<file path="src/i2cms_pkg.sv">
`default_nettype none

package i2cms_pkg;

  // primitive command codes, code 0 means nothing
  typedef enum logic [2:0] {
    CMD_NONE  = 3'd0,
    CMD_START = 3'd1,
    CMD_SEND  = 3'd2,
    CMD_RECV  = 3'd3,
    CMD_ACK   = 3'd4,
    CMD_STOP  = 3'd5,
    CMD_WAIT  = 3'd6
  } cmd_t;

  localparam logic [7:0] DELAY_RESET = 8'd5;
  localparam logic [7:0] BIT_MSB     = 8'h80;
  localparam logic [7:0] BIT_LSB     = 8'h01;
  localparam logic [7:0] CLR_LSB     = 8'hfe;
  localparam logic [3:0] LAST_BIT    = 4'd7;

  // one tick of protocol timing
  typedef struct packed {
    logic [2:0] req_type;
    logic [7:0] tx_byte;
    logic       ack_level;
    logic       sda_in;
  } in_beat_t;

  // pin levels and status after the tick
  typedef struct packed {
    logic       scl_level;
    logic       sda_release;
    logic       busy_res;
    logic       done_res;
    logic [7:0] rx_byte;
    logic       slave_nack;
  } out_beat_t;

endpackage

`default_nettype wire

</file>
<file path="src/i2cms_if.sv">
`default_nettype none

// input tick channel
interface i2cms_in_if;
  logic                 valid;
  logic                 ready;
  i2cms_pkg::in_beat_t  data;
  modport source (output valid, output data, input ready);
  modport sink   (input valid, input data, output ready);
endinterface

// result channel
interface i2cms_out_if;
  logic                 valid;
  logic                 ready;
  i2cms_pkg::out_beat_t data;
  modport source (output valid, output data, input ready);
  modport sink   (input valid, input data, output ready);
endinterface

// delay register write channel
interface i2cms_cfg_if;
  logic       valid;
  logic       ready;
  logic [7:0] data;
  modport source (output valid, output data, input ready);
  modport sink   (input valid, input data, output ready);
endinterface

`default_nettype wire

</file>
<file path="src/i2c_master_bit_sequencer.sv">
`default_nettype none

// I2C master bit sequencer. Every input beat is one protocol tick and yields
// exactly one result beat with the SCL level, the SDA drive (1 released),
// busy, a done pulse, the last received byte and the last slave ack bit.
// One beat is taken per clock cycle: the whole tick is evaluated between the
// sequencer state registers and the result register, and a new beat is taken
// whenever the result register is empty or being drained. While idle a tick
// may carry a command (start, send byte, receive byte, send ack, stop, wait);
// commands arriving while busy are ignored. Pauses between pin edges last
// one or two delay units of cfg data ticks each (zero acts as one).
module i2c_master_bit_sequencer (
  input  wire logic    clk,
  input  wire logic    rst_n,
  i2cms_in_if.sink     in_ch,
  i2cms_out_if.source  out_ch,
  i2cms_cfg_if.sink    cfg_ch
);

  logic [7:0]        delay_r;
  i2cms_pkg::cmd_t   cmd_r, cmd_nxt;
  logic [3:0]        phase_r, phase_nxt;
  logic [3:0]        bit_r, bit_nxt;
  logic [8:0]        tick_r, tick_nxt;
  logic [7:0]        shift_r, shift_nxt;
  logic              scl_r, scl_nxt;
  logic              sda_r, sda_nxt;
  logic              sda_in_mode_r, sda_in_mode_nxt;
  logic              nack_r, nack_nxt;
  logic [7:0]        rx_hold_r, rx_hold_nxt;
  logic              done_nxt;

  logic                  out_valid_r;
  i2cms_pkg::out_beat_t  out_data_r, out_data_nxt;

  logic       in_fire;
  logic       adv;
  logic [1:0] units;
  logic [7:0] unit_ticks;

  assign cfg_ch.ready = 1'b1;
  assign in_ch.ready  = !out_valid_r || out_ch.ready;
  assign in_fire      = in_ch.valid && in_ch.ready;
  assign unit_ticks   = (delay_r == 8'd0) ? 8'd1 : delay_r;

  // delay register
  always_ff @(posedge clk) begin
    if (!rst_n) begin
      delay_r <= i2cms_pkg::DELAY_RESET;
    end else if (cfg_ch.valid) begin
      delay_r <= cfg_ch.data;
    end
  end

  // next state of the sequencer for one tick
  always_comb begin
    cmd_nxt         = cmd_r;
    phase_nxt       = phase_r;
    bit_nxt         = bit_r;
    tick_nxt        = tick_r;
    shift_nxt       = shift_r;
    scl_nxt         = scl_r;
    sda_nxt         = sda_r;
    sda_in_mode_nxt = sda_in_mode_r;
    nack_nxt        = nack_r;
    rx_hold_nxt     = rx_hold_r;
    done_nxt        = 1'b0;
    adv             = 1'b0;
    units           = 2'd0;

    // start a command or count down the pause
    if (cmd_r == i2cms_pkg::CMD_NONE) begin
      if (in_ch.data.req_type >= i2cms_pkg::CMD_START &&
          in_ch.data.req_type <= i2cms_pkg::CMD_WAIT) begin
        cmd_nxt   = i2cms_pkg::cmd_t'(in_ch.data.req_type);
        phase_nxt = 4'd0;
        bit_nxt   = 4'd0;
        if (cmd_nxt == i2cms_pkg::CMD_SEND) begin
          shift_nxt = in_ch.data.tx_byte;
        end
        adv = 1'b1;
      end
    end else begin
      if (tick_r != 9'd0) begin
        tick_nxt = tick_r - 9'd1;
      end
      adv = (tick_nxt == 9'd0);
    end

    // actions of the current phase, units is the following pause
    if (adv) begin
      unique case (cmd_nxt)
        i2cms_pkg::CMD_START: begin
          case (phase_nxt)
            4'd0: begin phase_nxt = 4'd1; units = 2'd1; end
            4'd1: begin
              sda_nxt = 1'b1; scl_nxt = 1'b1; phase_nxt = 4'd2; units = 2'd1;
            end
            4'd2: begin sda_nxt = 1'b0; phase_nxt = 4'd3; units = 2'd1; end
            default: scl_nxt = 1'b0;
          endcase
        end
        i2cms_pkg::CMD_SEND: begin
          case (phase_nxt)
            4'd0: begin scl_nxt = 1'b0; phase_nxt = 4'd1; units = 2'd1; end
            4'd1: begin
              sda_nxt   = |(shift_nxt & i2cms_pkg::BIT_MSB);
              shift_nxt = {shift_nxt[6:0], 1'b0};
              phase_nxt = 4'd2;
              units     = 2'd1;
            end
            4'd2: begin
              scl_nxt = 1'b1;
              if (bit_nxt < i2cms_pkg::LAST_BIT) begin
                bit_nxt   = bit_nxt + 4'd1;
                phase_nxt = 4'd0;
              end else begin
                phase_nxt = 4'd3;
              end
              units = 2'd2;
            end
            4'd3: begin scl_nxt = 1'b0; phase_nxt = 4'd4; units = 2'd1; end
            4'd4: begin sda_in_mode_nxt = 1'b1; phase_nxt = 4'd5; units = 2'd1; end
            4'd5: begin scl_nxt = 1'b1; phase_nxt = 4'd6; units = 2'd1; end
            4'd6: begin
              nack_nxt = in_ch.data.sda_in; phase_nxt = 4'd7; units = 2'd1;
            end
            default: begin scl_nxt = 1'b0; sda_in_mode_nxt = 1'b0; end
          endcase
        end
        i2cms_pkg::CMD_RECV: begin
          case (phase_nxt)
            4'd0: begin
              scl_nxt = 1'b0; sda_nxt = 1'b1; sda_in_mode_nxt = 1'b1;
              phase_nxt = 4'd1; units = 2'd2;
            end
            4'd1: begin
              shift_nxt = {shift_nxt[6:0], 1'b0};
              scl_nxt   = 1'b1;
              phase_nxt = 4'd2;
              units     = 2'd1;
            end
            4'd2: begin
              if (in_ch.data.sda_in) begin
                shift_nxt = shift_nxt | i2cms_pkg::BIT_LSB;
              end else begin
                shift_nxt = shift_nxt & i2cms_pkg::CLR_LSB;
              end
              phase_nxt = 4'd3;
              units     = 2'd1;
            end
            4'd3: begin
              scl_nxt = 1'b0;
              if (bit_nxt < i2cms_pkg::LAST_BIT) begin
                bit_nxt   = bit_nxt + 4'd1;
                phase_nxt = 4'd1;
              end else begin
                phase_nxt = 4'd4;
              end
              units = 2'd2;
            end
            default: begin sda_in_mode_nxt = 1'b0; rx_hold_nxt = shift_nxt; end
          endcase
        end
        i2cms_pkg::CMD_ACK: begin
          if (phase_nxt == 4'd0) begin
            sda_nxt = in_ch.data.ack_level; scl_nxt = 1'b1;
            phase_nxt = 4'd1; units = 2'd2;
          end
        end
        i2cms_pkg::CMD_STOP: begin
          case (phase_nxt)
            4'd0: begin scl_nxt = 1'b0; phase_nxt = 4'd1; units = 2'd1; end
            4'd1: begin sda_nxt = 1'b0; phase_nxt = 4'd2; units = 2'd1; end
            4'd2: begin scl_nxt = 1'b1; phase_nxt = 4'd3; units = 2'd1; end
            4'd3: begin sda_nxt = 1'b1; phase_nxt = 4'd4; units = 2'd1; end
            default: ;
          endcase
        end
        i2cms_pkg::CMD_WAIT: begin
          if (phase_nxt == 4'd0) begin
            phase_nxt = 4'd1; units = 2'd1;
          end
        end
        default: ;
      endcase

      // load the pause or finish the command
      if (units == 2'd0) begin
        cmd_nxt   = i2cms_pkg::CMD_NONE;
        phase_nxt = 4'd0;
        bit_nxt   = 4'd0;
        tick_nxt  = 9'd0;
        done_nxt  = 1'b1;
      end else if (units == 2'd2) begin
        tick_nxt = {unit_ticks, 1'b0};
      end else begin
        tick_nxt = {1'b0, unit_ticks};
      end
    end
  end

  // result beat from the state after the tick
  always_comb begin
    out_data_nxt.scl_level   = scl_nxt;
    out_data_nxt.sda_release = sda_in_mode_nxt | sda_nxt;
    out_data_nxt.busy_res    = (cmd_nxt != i2cms_pkg::CMD_NONE);
    out_data_nxt.done_res    = done_nxt;
    out_data_nxt.rx_byte     = rx_hold_nxt;
    out_data_nxt.slave_nack  = nack_nxt;
  end

  // sequencer state, advances once per accepted beat
  always_ff @(posedge clk) begin
    if (!rst_n) begin
      cmd_r         <= i2cms_pkg::CMD_NONE;
      phase_r       <= 4'd0;
      bit_r         <= 4'd0;
      tick_r        <= 9'd0;
      shift_r       <= 8'd0;
      scl_r         <= 1'b1;
      sda_r         <= 1'b1;
      sda_in_mode_r <= 1'b0;
      nack_r        <= 1'b0;
      rx_hold_r     <= 8'd0;
    end else if (in_fire) begin
      cmd_r         <= cmd_nxt;
      phase_r       <= phase_nxt;
      bit_r         <= bit_nxt;
      tick_r        <= tick_nxt;
      shift_r       <= shift_nxt;
      scl_r         <= scl_nxt;
      sda_r         <= sda_nxt;
      sda_in_mode_r <= sda_in_mode_nxt;
      nack_r        <= nack_nxt;
      rx_hold_r     <= rx_hold_nxt;
    end
  end

  // result register
  always_ff @(posedge clk) begin
    if (!rst_n) begin
      out_valid_r <= 1'b0;
    end else if (in_fire) begin
      out_valid_r <= 1'b1;
    end else if (out_ch.ready) begin
      out_valid_r <= 1'b0;
    end
  end

  always_ff @(posedge clk) begin
    if (in_fire) begin
      out_data_r <= out_data_nxt;
    end
  end

  assign out_ch.valid = out_valid_r;
  assign out_ch.data  = out_data_r;

endmodule

`default_nettype wire
</file>
<file path="src/flat_wrapper.sv">
// flat-port wrapper written by rule: the top's interface ports become plain ports
module i2c_master_bit_sequencer_flat 
  (clk, rst_n, in_ch_valid, in_ch_data, in_ch_ready, out_ch_valid, out_ch_data, out_ch_ready, cfg_ch_valid, cfg_ch_data, cfg_ch_ready);
  i2cms_in_if in_ch_i ();
  i2cms_out_if out_ch_i ();
  i2cms_cfg_if cfg_ch_i ();
  input  wire logic clk;
  input  wire logic rst_n;
  input wire logic [$bits(in_ch_i.valid)-1:0] in_ch_valid;
  input wire logic [$bits(in_ch_i.data)-1:0] in_ch_data;
  output wire logic [$bits(in_ch_i.ready)-1:0] in_ch_ready;
  output wire logic [$bits(out_ch_i.valid)-1:0] out_ch_valid;
  output wire logic [$bits(out_ch_i.data)-1:0] out_ch_data;
  input wire logic [$bits(out_ch_i.ready)-1:0] out_ch_ready;
  input wire logic [$bits(cfg_ch_i.valid)-1:0] cfg_ch_valid;
  input wire logic [$bits(cfg_ch_i.data)-1:0] cfg_ch_data;
  output wire logic [$bits(cfg_ch_i.ready)-1:0] cfg_ch_ready;
  assign in_ch_i.valid = in_ch_valid;
  assign in_ch_i.data = in_ch_data;
  assign in_ch_ready = in_ch_i.ready;
  assign out_ch_valid = out_ch_i.valid;
  assign out_ch_data = out_ch_i.data;
  assign out_ch_i.ready = out_ch_ready;
  assign cfg_ch_i.valid = cfg_ch_valid;
  assign cfg_ch_i.data = cfg_ch_data;
  assign cfg_ch_ready = cfg_ch_i.ready;
  i2c_master_bit_sequencer u_core (.clk(clk), .rst_n(rst_n), .in_ch(in_ch_i), .out_ch(out_ch_i), .cfg_ch(cfg_ch_i));
endmodule
</file>
<file path="config.mk">
export PLATFORM = sky130hd
export DESIGN_NAME = i2c_master_bit_sequencer_flat
export DESIGN_NICKNAME = d
export VERILOG_FILES = /design/src/i2cms_pkg.sv /design/src/i2cms_if.sv /design/src/i2c_master_bit_sequencer.sv /design/src/flat_wrapper.sv
export SDC_FILE = /design/constraint.sdc
export NUM_CORES = 1
export LEC_CHECK = 0
export ABC_CLOCK_PERIOD_IN_PS = 3100
export BUFFER_PORTS_ARGS = -buffer_cell sky130_fd_sc_hd__buf_2
export CAP_MARGIN = 20
export CORE_AREA = 2 2 118 120
export CTS_CLUSTER_SIZE = 25
export DETAILED_ROUTE_END_ITERATION = 8
export DIE_AREA = 0 0 120 122
export SYNTH_ARGS = -nofsm -noshare
export SYNTH_HDL_FRONTEND = slang
export SYNTH_SLANG_ARGS = --single-unit
</file>
<file path="constraint.sdc">
create_clock -name clk -period 3.1 [get_ports clk]
set_input_delay 0.465 -clock clk [delete_from_list [all_inputs] [get_ports clk]]
set_output_delay 0.465 -clock clk [all_outputs]
set_load 0.005 [all_outputs]
</file>
After elaboration in Yosys (flattened, before gate mapping) --
Index checks and enable logic that the tools add are counted.
Word-level totals: output and inout bits 16, register bits after elaboration 62, bits of input ports 26, word-level logic and storage cells 139
Cells by class: equal/unequal tests 15, $add $sub $neg 2, order comparisons 3, bitwise gates (word level) 1, mux-type cells 76, reduce and logical (&&, ||, !) cells 24
Operator list (count):
- $mux W8 | 9
- $mux W9 | 6
- $mux W4 | 12
- $pmux W4 S4 | 2
- $pmux W8 S2 | 2
- $pmux W4 S7 | 1
- $pmux W4 S5 | 1
- $mux W1 | 19
- $pmux W1 S2 | 9
- $mux W3 | 5
- $eq A4 B3 Y1 const B | 3
- $pmux W2 S6 | 1
- $pmux W4 S3 | 1
- $reduce_or A6 Y1 | 2
- $pmux W1 S5 | 2
- $reduce_or A2 Y1 | 5
- $eq A3 B2 Y1 const B | 3
- $eq A3 B3 Y1 const B | 3
- $logic_not A9 Y1 | 1
- $reduce_bool A9 Y1 | 1
- $reduce_or A3 Y1 | 3
- $sub A9 B1 Y9 const B | 1
- $eq A4 B2 Y1 const B | 2
- $logic_not A8 Y1 | 1
- other kinds (22) | 26

Depth between registers and ports, before layout --
Gate-level depths: netlist (run 1).
word-level depth 13, mapped depth 14, mapped depth without buffers 11

Worst setup path after synthesis (run 1) --
Ideal clock, no wire load.
path kind input -> register, start input in_ch_data[12], end register u_core.phase_r[0], path buffers 3, arrival 3.178 ns, required time 2.972 ns, stages 14, setup time 0.128 ns, path slack -0.206 ns, path through clkbuf_1 -> or3_1 -> nand3_1 -> clkbuf_1 -> clkbuf_1 -> and2_1 -> ha_1 -> a21oi_1 -> a21oi_1 -> a211o_1 -> o21ai_0 -> a21oi_1 -> o41ai_1 -> o31ai_1
On the way: cells in the longest elaborated chain, start to end 12, elaborated cells on any way between the ends 50, those cells by class 3 x order compare; 12 x eq/ne; 26 x mux; 9 x reduce/logical
Ends and longest elaborated chain:
- from (decl) | RTL line flat_wrapper.sv:10 | input wire logic [$bits(in_ch_i.data)-1:0] in_ch_data;
- $ge A3 B1 Y1 / $le A3 B3 Y1 (equally long branches) | RTL line i2c_master_bit_sequencer.sv:73, i2c_master_bit_sequencer.sv:74
- $logic_and A1 B1 Y1 | RTL line i2c_master_bit_sequencer.sv:73 | if (in_ch.data.req_type >= i2cms_pkg::CMD_START &&
- $mux W4 | RTL line i2c_master_bit_sequencer.sv:73
- $mux W4 | RTL line i2c_master_bit_sequencer.sv:72 | if (cmd_r == i2cms_pkg::CMD_NONE) begin
- $eq A4 B3 Y1, or another cell as far along | RTL line i2c_master_bit_sequencer.sv:104 | case (phase_nxt)
- $reduce_or A6 Y1 (no source line), or another cell as far along
- $pmux W2 S2, or another cell as far along | RTL line i2c_master_bit_sequencer.sv:104
- $pmux W2 S6 | RTL line i2c_master_bit_sequencer.sv:92 | unique case (cmd_nxt)
- $mux W2 | RTL line i2c_master_bit_sequencer.sv:91 | if (adv) begin
- $logic_not A2 Y1 | RTL line i2c_master_bit_sequencer.sv:189 | if (units == 2'd0) begin
- $mux W4 | RTL line i2c_master_bit_sequencer.sv:189
- $mux W4 (*) | RTL line i2c_master_bit_sequencer.sv:91
- to (signal assigned) | RTL line i2c_master_bit_sequencer.sv:228 | phase_r <= phase_nxt;
- to (decl) | RTL line i2c_master_bit_sequencer.sv:22 | logic [3:0] phase_r, phase_nxt;
Mark *: on every way between the ends. The rest lies on a longest branch, timed or not. The select of a mux whose other input is x is not followed. A chain may end at the register's enable or synchronous reset.

Worst setup path in the final report (run 1) --
start register u_core.tick_r[0], end register u_core.out_data_r (netlist bit u_core.out_ch.data[0]), data pin
On the way: cells in the longest elaborated chain, start to end 6, elaborated cells on any way between the ends 7, those cells by class 1 x add/sub; 4 x mux; 2 x reduce/logical
Ends and longest elaborated chain:
- from (decl) | RTL line i2c_master_bit_sequencer.sv:24 | logic [8:0] tick_r, tick_nxt;
- from (signal assigned) | RTL line i2c_master_bit_sequencer.sv:230 | tick_r <= tick_nxt;
- $sub A9 B1 Y9 / $reduce_bool A9 Y1 (equally long branches) | RTL line i2c_master_bit_sequencer.sv:85, i2c_master_bit_sequencer.sv:84
- $mux W9 (*) | RTL line i2c_master_bit_sequencer.sv:84 | if (tick_r != 9'd0) begin
- $mux W9 (*) | RTL line i2c_master_bit_sequencer.sv:72
- $logic_not A9 Y1 (*) | RTL line i2c_master_bit_sequencer.sv:87 | adv = (tick_nxt == 9'd0);
- $mux W1 (*) | RTL line i2c_master_bit_sequencer.sv:72
- $mux W1 (*) | RTL line i2c_master_bit_sequencer.sv:91
- net u_core.nack_nxt | RTL line i2c_master_bit_sequencer.sv:29 | logic nack_r, nack_nxt;
- to (signal assigned) | RTL line i2c_master_bit_sequencer.sv:253 | out_data_r <= out_data_nxt;
- to (decl) | RTL line i2c_master_bit_sequencer.sv:34 | i2cms_pkg::out_beat_t out_data_r, out_data_nxt;
Mark *: on every way through the listed nets, which the timed path passes. The rest lies on a longest branch. The select of a mux whose other input is x is not followed.

==> results of run 1 <==
power by group:
| part | leakage [nW] | switching, W | total (W) | internal (W) |
|---|---|---|---|---|
| registers | 0.528 | 0.0000508 | 0.000938 | 0.000887 |
| logic | 1.20 | 0.000556 | 0.000919 | 0.000363 |
| clock network | 0.152 | 0.000387 | 0.00109 | 0.000702 |
| total | 1.88 | 0.000994 | 0.00295 | 0.00195 |
path summary, 6_finish.rpt:
check / startpoint / end / slack (ns) / depth (start not counted)
setup / recovery: u_core.tick_r[0]$_SDFFE_PN0P_ / u_core.out_ch.data[0]$_DFFE_PP_ / 0.17 / 8
hold / removal: cfg_ch_data[0] / u_core.delay_r[0]$_SDFFE_PN1P_ / 0.35 / 3
setup reg to reg: u_core.tick_r[0]$_SDFFE_PN0P_ / u_core.out_ch.data[0]$_DFFE_PP_ / 0.17 / 8
hold reg to reg: u_core.shift_r[7]$_SDFFE_PN0P_ / u_core.shift_r[7]$_SDFFE_PN0P_ / 0.47 / 1
final cells by class:
cell class | count | area share, %
flip-flops and latches | 62 | 28.6
multi-input cells | 367 | 49.7
repair buffers | 75 | 9.66
well taps | 180 | 4.70
clock buffers | 10 | 4.78
inverters | 9 | 0.705
clock inverters | 6 | 1.80
synth_stat cells (7+ instances only):
master,instances
a31oi_1,8
dfxtp_1,49
nor2_1,31
a22oi_1,10
and2_1,7
a21oi_1,31
o211a_1,8
nor2b_1,10
o31ai_1,9
nand3_1,24
inv_1,8
clkbuf_1,31
nand2_1,42
o2bb2ai_1,9
nor3_1,17
o21ai_0,24
mux2i_1,20
edfxtp_1,13
worst max-delay path: cells and delay by family (launching register included):
kind | cells | cell delay, ns
DFF | 1 | 0.34
adders and majority gates | 1 | 0.26
AOI/OAI and AO/OA | 1 | 0.20
muxes | 1 | 0.39
buffers and inverters | 1 | 0.10
and+or+nand+nor | 4 | 1.39
per-stage QoR:
step	total power [W]	utilization (%)
2_1_floorplan	0.00157	-
3_3_place_gp	0.00185	33.1
3_5_place_dp	0.00185	33.1
4_1_cts	0.00294	35.5
5_1_grt	0.00309	35.5
6_report	0.00295	35.5
routing by layer:
layer | part of all wire (%) | vias to the layer above
li1 | - | 1908
met1 | 48 | 1883
met2 | 43 | 172
met3 | 7.0 | 27
met4 | 2.5 | 0
met5 | 0 | -
flip-flops by register name (all words and copies together), names as in the netlist:
register	count
u_core.delay_r	8
u_core.shift_r	8
u_core.out_ch.data	13
u_core.out_ch.valid	1
u_core.sda_in_mode_r	1
u_core.phase_r	4
u_core.sda_r	1
u_core.tick_r	9
u_core.cmd_r	3
u_core.bit_r	4
u_core.nack_r	1
u_core.rx_hold_r	8
u_core.scl_r	1
cells by family after synthesis:
logic type,synth area share (%)
muxes,5.95
xor gates and xnor gates,1.11
and+or+nand+nor,23.0
AOI/OAI and AO/OA,29.5
DFF,34.8
buffers and inverters,4.90
other,0.0953
adders and majority gates,0.636
==> results.ini, run 1 <==
[grt]
track_usage_pct = 16.1
grt_first_pass_wirelength_mm = 19.2
grt_pass1_vias = 3662
grt_use_met3_pct = 3.28
grt_max_degree = 34
met2_usage_pct = 23.8
busiest_layer = met2
grt_overflow = 0
grt_antenna_before_repair = 0
grt_use_met1_pct = 23.4

[finish]
final_area_mm2 = 0.00479
num-nets-final = 552
diodes = 0
final_cell_mix = dfxtp_1, nand2_1, buf_2
num-fill-cells = 1404
drive_above_1_share_pct = 19.7
fin_cells = 709
seq_area_mm2 = 0.00137
synthToLayoutAreaGrowth_pct = 21.7
multi_input_area_mm2 = 0.00238
final_common_cell = dfxtp_1

[clock_network]
cts-hold-fix-buffers = 0
cts_root_buf = clkbuf_16
clock_latency_ns = 0.33
clkSinkCount = 62
clk_path_buf_depth = 2
htreeDepth = 3
cts_made_buffers = 9
clk_pin_slew_ns = 0.06
cts_setup_buffers = 0
cts.repair.resized = 0
cts_tree = built

[sta]
finClkSkew_ns = 0.00699
setup_viol = 0
period_share_pct = 94.4
hold_viol_final = 0
rsz0062_at_grt = no
fin_hold_ws_ns = 0.346
fin_crit_ns = 2.93
drv_slew = 0
slew_headroom_pct = 52.6
fmax_mhz = 342
fin_setup_tns_ns = 0
worst_slack_ns = 0.174
tightest_slew_ns = 0.711

[place]
io_buffers = 40
placed_cells = 693
place.gp.congestion = 0.938
placed_area_mm2 = 0.00448
place_ws_ns = 0.177
dp_hpwl_mm = 8.32

[setup_path]
required_ns = 3.18
startpoint_type = register
cp_slowest_cell = or4_4
end_kind = register
path_max_fanout = 7
cp.arrival_ns = 3.00
cpPeakStageDelay_ns = 0.46
crit_type = reg -> reg
path_cells = inv_1 > ha_1 > or3b_1 > or4_4 > o32ai_1 > nand2_1 > nor3_1 > mux2_2

[synth]
ys_warn_count = 0
netlist_area_mm2 = 0.00394
synth.avg_cell_area_um2 = 8.27
seq_area_frac_synth_pct = 34.8
synth_seq_cells = 62
async_flop_share_pct = 0
ys_types = 80
synth_top_area_cell = dfxtp_1
synthFlopType = dfxtp_1
synth_nets = 504
synth.top_cell.area_share_pct = 24.9
synthTopCellsByArea = dfxtp_1, edfxtp_1, mux2i_1, nand2_1, a21oi_1
synth-edff-count = 13
syn_inst = 476

[floorplan]
dieHeight_um = 122
io_pins = 42
die-area_mm2 = 0.0146
rows = 43
initial_core_util_pct = 29.1
die-width_um = 120
core_region_area_mm2 = 0.0135

[run_status]
status = finished, final reports clean

[routing]
drc = 0
wl_per_cell_um = 16.5
totalWireLength_mm = 11.7
vias = 3990
first_pass_iters = 5
viasPerCell = 5.63
drt_iter0_drc = 361
ant_nets = 0

[power_and_ir_drop]
p_per_area_mw_per_mm2 = 615
ir_drop_v = 0.000311
leakagePower_nw = 1.88

[job]
cap_violations = 0

[min_path]
min_path_type = in -> reg

(Power assumes the default switching activity.)
==> inputs of run 2 (changes only) <==
Settings changed: REMOVE_ABC_BUFFERS set to 1.
==> results.ini, run 2 (synthesis results as in run 1) <==
[min_path]
min_path_type = in -> reg  ; unchanged
hold_depth = 3  ; unchanged
hold_path_end = u_core.delay_r[0]$_SDFFE_PN1P_  ; unchanged
hold_start = cfg_ch_data[0]  ; unchanged

[routing]
ant_nets = 0  ; unchanged
wl_per_cell_um = 16.8  ; was 16.5 um
drt_iter0_drc = 335  ; was 361
totalWireLength_mm = 12.0  ; was 11.7 mm
first_pass_iters = 6  ; was 5
drc = 0  ; unchanged
viasPerCell = 5.60  ; was 5.63
vias = 3987  ; was 3990

[clock_network]
htreeDepth = 3  ; unchanged
cts_made_buffers = 9  ; unchanged
clk_path_buf_depth = 2  ; unchanged
cts_root_buf = clkbuf_16  ; unchanged
clkSinkCount = 62  ; unchanged
cts_tree = built  ; unchanged
clk_pin_slew_ns = 0.06  ; about the same
clock_latency_ns = 0.34  ; was 0.33 ns

[floorplan]
io_pins = 42  ; unchanged
rows = 43  ; unchanged
initial_core_util_pct = 29.1  ; unchanged
die-area_mm2 = 0.0146  ; unchanged
die-width_um = 120  ; unchanged
dieHeight_um = 122  ; unchanged
core_region_area_mm2 = 0.0135  ; unchanged

[setup_path]
ff2ff_path_depth = 9  ; was 8
reg2reg_to = u_core.bit_r[3]$_SDFFE_PN0P_  ; was u_core.out_ch.data[0]$_DFFE_PP_
r2r_slack_ns = 0.18  ; was 0.17 ns
path_max_fanout = 7  ; unchanged
cp.arrival_ns = 3.16  ; was 3.00 ns
timing.rr.start = u_core.tick_r[0]$_SDFFE_PN0P_  ; unchanged
end_kind = register  ; unchanged
required_ns = 3.34  ; was 3.18 ns
startpoint_type = register  ; unchanged
crit_type = reg -> reg  ; unchanged

[sta]
fmax_mhz = 342  ; about the same
finClkSkew_ns = 0.00915  ; was 0.00699 ns
rsz0062_at_grt = no  ; unchanged
worst_slack_ns = 0.177  ; was 0.174 ns
period_share_pct = 94.3  ; was 94.4%
tightest_slew_ns = 0.623  ; was 0.711 ns
fin_crit_ns = 2.92  ; was 2.93 ns
slew_headroom_pct = 58.4  ; was 52.6%
hold_viol_final = 0  ; unchanged
drv_slew = 0  ; unchanged
setup_viol = 0  ; unchanged

[grt]
track_usage_pct = 16.5  ; was 16.1%
grt_first_pass_wirelength_mm = 19.1  ; was 19.2 mm
grt_pass1_vias = 3623  ; was 3662
grt_antenna_before_repair = 0  ; unchanged
grt_overflow = 0  ; unchanged
grt_max_degree = 30  ; was 34

[finish]
final_cell_mix = dfxtp_1, nand2_1, buf_2  ; unchanged
num-nets-final = 555  ; was 552
largest_reg_flops = 13  ; unchanged
num-fill-cells = 1397  ; was 1404
final_common_cell = dfxtp_1  ; unchanged
reg_top3 = u_core.out_ch.data (13), u_core.tick_r (9)  ; unchanged
diodes = 0  ; unchanged
synthToLayoutAreaGrowth_pct = 21.6  ; was 21.7%
drive_above_1_share_pct = 20.9  ; was 19.7%
regMostFlops = u_core.out_ch.data  ; unchanged

[job]
cap_violations = 0  ; unchanged

[power_and_ir_drop]
ir_drop_v = 0.000241  ; was 0.000311 V
fin_total_pwr_w = 0.00283  ; was 0.00295 W
leakagePower_nw = 1.88  ; about the same
p_per_area_mw_per_mm2 = 592  ; was 615 mW/mm2

[place]
dp_hpwl_mm = 8.63  ; was 8.32 mm
io_buffers = 40  ; unchanged
place_ws_ns = 0.112  ; was 0.177 ns
place.gp.congestion = 0.981  ; was 0.938

[run_status]
status = finished, final reports clean  ; unchanged

run 2: worst max-delay path: stages, from the launching register on:
cell and delay, ns:
dfxtp_1 0.33, inv_1 0.09, ha_1 0.25, or3b_4 0.45
or4_4 0.46, o32a_1 0.25, o21ai_4 0.23, nand2_4 0.06
or3_4 0.40, o41ai_2 0.29
run 2: power by group:
| group | total (W) | switching [W] | internal (W) |
|---|---|---|---|
| logic | 0.000925 | 0.000558 | 0.000367 |
| clock network | 0.000963 | 0.000411 | 0.000552 |
| registers | 0.000945 | 0.0000580 | 0.000887 |
| total | 0.00283 | 0.00103 | 0.00181 |
run 2: per-stage QoR:
step	util (%)	area, um2	TNS, ns	cells	hold slack [ns]
5_1_grt	35.4	4790	0	712	0.372
6_report	35.4	4790	0	712	0.349
4_1_cts	35.3	4760	0	711	0.342
2_1_floorplan	-	3780	-2.35	438	0.432
3_5_place_dp	33.2	4480	0	695	0.461
3_3_place_gp	33.2	4480	0	695	0.452
run 2: routing by layer:
layer | routed length (um) | vias up | track usage, % | share of wire, %
li1 | - | 1909 | - | -
met1 | 5510 | 1890 | 22.3 | 46
met2 | 5360 | 161 | 25.9 | 45
met3 | 801 | 27 | 3.04 | 6.7
met4 | 329 | 0 | 7.06 | 2.7
met5 | 0 | - | 0 | 0
run 2: worst max-delay path by stage:
stage	startpoint	end	slack (ns)	cells after the start
2_1_floorplan	u_core.cmd_r[0]$_SDFFE_PN0P_	u_core.phase_r[0]$_SDFFE_PN0P_	-0.71	11
3_3_place_gp	u_core.tick_r[0]$_SDFFE_PN0P_	u_core.bit_r[3]$_SDFFE_PN0P_	0.22	9
3_5_place_dp	u_core.tick_r[0]$_SDFFE_PN0P_	u_core.bit_r[3]$_SDFFE_PN0P_	0.11	9
4_1_cts	u_core.tick_r[0]$_SDFFE_PN0P_	u_core.bit_r[3]$_SDFFE_PN0P_	0.1	9
5_1_grt	u_core.tick_r[0]$_SDFFE_PN0P_	u_core.bit_r[1]$_SDFFE_PN0P_	0.02	9
6_report	u_core.tick_r[0]$_SDFFE_PN0P_	u_core.bit_r[3]$_SDFFE_PN0P_	0.18	9
run 2: cell type report:
type	count	area [um2]	area share [%]
Timing Repair Buffer	78	485	10.1
Multi-Input combinational cell	367	2390	49.9
Clock buffer	9	225	4.71
Tap cell	180	225	4.71
Sequential cell	62	1370	28.7
Inverter	9	33.8	0.706
Clock inverter	7	56.3	1.18
run 2: timing repair:
item,in CTS,in global routing
setup endpoints to repair,0,17
resized for setup,0,5
setup buffers,0,1
hold buffers,0,0
==> inputs of run 3 (changes only) <==
Settings changed: ABC_CLOCK_PERIOD_IN_PS 3100 to 3740.
Clock period 3.1 ns to 3.74 ns, I/O delays scaled along.
==> results.ini, run 3 (synthesis results as in run 1) <==
[clock_network]
clk_pin_slew_ns = 0.06  ; about the same
clkSinkCount = 62  ; unchanged
clk_path_buf_depth = 2  ; unchanged
cts_tree = built  ; unchanged
htreeDepth = 3  ; unchanged
clock_latency_ns = 0.33  ; was 0.34 ns
cts-hold-fix-buffers = 0  ; unchanged
cts_root_buf = clkbuf_16  ; unchanged
cts.repair.resized = 0  ; unchanged
cts_setup_buffers = 0  ; unchanged
cts_made_buffers = 9  ; unchanged

[setup_path]
path_max_fanout = 8  ; was 7
end_kind = register  ; unchanged
crit_type = reg -> reg  ; unchanged
required_ns = 3.97  ; was 3.34 ns
cp.arrival_ns = 3.34  ; was 3.16 ns
startpoint_type = register  ; unchanged

[finish]
diodes = 0  ; unchanged
drive_above_1_share_pct = 18.0  ; was 20.9%
largest_reg_flops = 13  ; unchanged
final_common_cell = dfxtp_1  ; unchanged
final_cell_mix = dfxtp_1, nand2_1, buf_2  ; unchanged
num-nets-final = 541  ; was 555
reg_top3 = u_core.out_ch.data (13), u_core.tick_r (9)  ; unchanged
synthToLayoutAreaGrowth_pct = 18.5  ; was 21.6%
regMostFlops = u_core.out_ch.data  ; unchanged

[power_and_ir_drop]
fin_total_pwr_w = 0.00228  ; was 0.00283 W
p_per_area_mw_per_mm2 = 490  ; was 592 mW/mm2
ir_drop_v = 0.000211  ; was 0.000241 V
leakagePower_nw = 1.82  ; was 1.88 nW

[routing]
first_pass_iters = 5  ; was 6
vias = 3906  ; was 3987
drc = 0  ; unchanged
drt_iter0_drc = 290  ; was 335
ant_nets = 0  ; unchanged
wl_per_cell_um = 17.0  ; was 16.8 um
viasPerCell = 5.60  ; about the same
totalWireLength_mm = 11.8  ; was 12.0 mm

[sta]
fin_crit_ns = 3.11  ; was 2.92 ns
rsz0062_at_grt = no  ; unchanged
drv_slew = 0  ; unchanged
finClkSkew_ns = 0.00741  ; was 0.00915 ns
fmax_mhz = 322  ; was 342 MHz
fin_setup_tns_ns = 0  ; unchanged
worst_slack_ns = 0.632  ; was 0.177 ns
slew_headroom_pct = 40.4  ; was 58.4%
period_share_pct = 83.1  ; was 94.3%
hold_viol_final = 0  ; unchanged
fin_hold_ws_ns = 0.443  ; was 0.349 ns
tightest_slew_ns = 0.894  ; was 0.623 ns
setup_viol = 0  ; unchanged

[job]
cap_violations = 0  ; unchanged

[place]
place_ws_ns = 0.576  ; was 0.112 ns
dp_hpwl_mm = 8.56  ; was 8.63 mm
io_buffers = 40  ; unchanged
place.gp.congestion = 0.945  ; was 0.981

[floorplan]
rows = 43  ; unchanged
io_pins = 42  ; unchanged
die-area_mm2 = 0.0146  ; unchanged
initial_core_util_pct = 29.1  ; unchanged
core_region_area_mm2 = 0.0135  ; unchanged
dieHeight_um = 122  ; unchanged
die-width_um = 120  ; unchanged

[min_path]
min_path_type = in -> reg  ; unchanged

[grt]
grt_pass1_vias = 3718  ; was 3623
grt_overflow = 0  ; unchanged
grt_first_pass_wirelength_mm = 18.8  ; was 19.1 mm
track_usage_pct = 16.2  ; was 16.5%
grt_antenna_before_repair = 0  ; unchanged
grt_max_degree = 38  ; was 30

[run_status]
status = finished, final reports clean  ; unchanged

[run 3: final timing paths]
check | start | end | slack [ns] | cells past startpoint
min | cfg_ch_data[2] | u_core.delay_r[2]$_SDFFE_PN1P_ | 0.44 | 3
max reg2reg | u_core.tick_r[0]$_SDFFE_PN0P_ | u_core.bit_r[1]$_SDFFE_PN0P_ | 0.63 | 9
max | u_core.tick_r[0]$_SDFFE_PN0P_ | u_core.bit_r[1]$_SDFFE_PN0P_ | 0.63 | 9
min reg2reg | u_core.shift_r[7]$_SDFFE_PN0P_ | u_core.shift_r[7]$_SDFFE_PN0P_ | 0.47 | 1
[run 3: metrics by stage]
stage               instances  cell area (um2)  util [%]
detailed placement        682             4380      32.4
global placement          682             4380      32.4
finish                    698             4660      34.5
floorplan                 438             3780         -
CTS                       698             4660      34.5
global route              698             4660      34.5
[run 3: layout make-up]
class	count	area [um2]
Fill cell	1411	8840
Multi-Input combinational cell	367	2370
Sequential cell	62	1370
Timing Repair Buffer	64	380
Clock buffer	9	225
Tap cell	180	225
Clock inverter	7	55.1
Inverter	9	33.8
[run 3: layer usage]
metal  vias up  GRT usage [%]  part of all wire (%)
li1       1886              -                     -
met1      1843           21.1                    45
met2       153           25.9                    46
met3        24           3.04                   6.7
met4         0           7.94                   2.5
met5         -              0                     0
[run 3: power breakdown]
group	internal (W)	switching (W)	total (W)	leakage, nW
Combinational	0.000273	0.000446	0.000719	1.15
Clock	0.000456	0.000321	0.000777	0.141
Sequential	0.000735	0.0000520	0.000787	0.528
Total	0.00146	0.000819	0.00228	1.82
[run 3: critical path: stages, from the launching register on]
cell and delay (ns):
dfxtp_1 0.32, inv_1 0.09, ha_1 0.26, or3b_1 0.48, or4_4 0.49, o32ai_1 0.21, a21oi_1 0.28, nor3_2 0.55
o41ai_1 0.15, and2_1 0.18
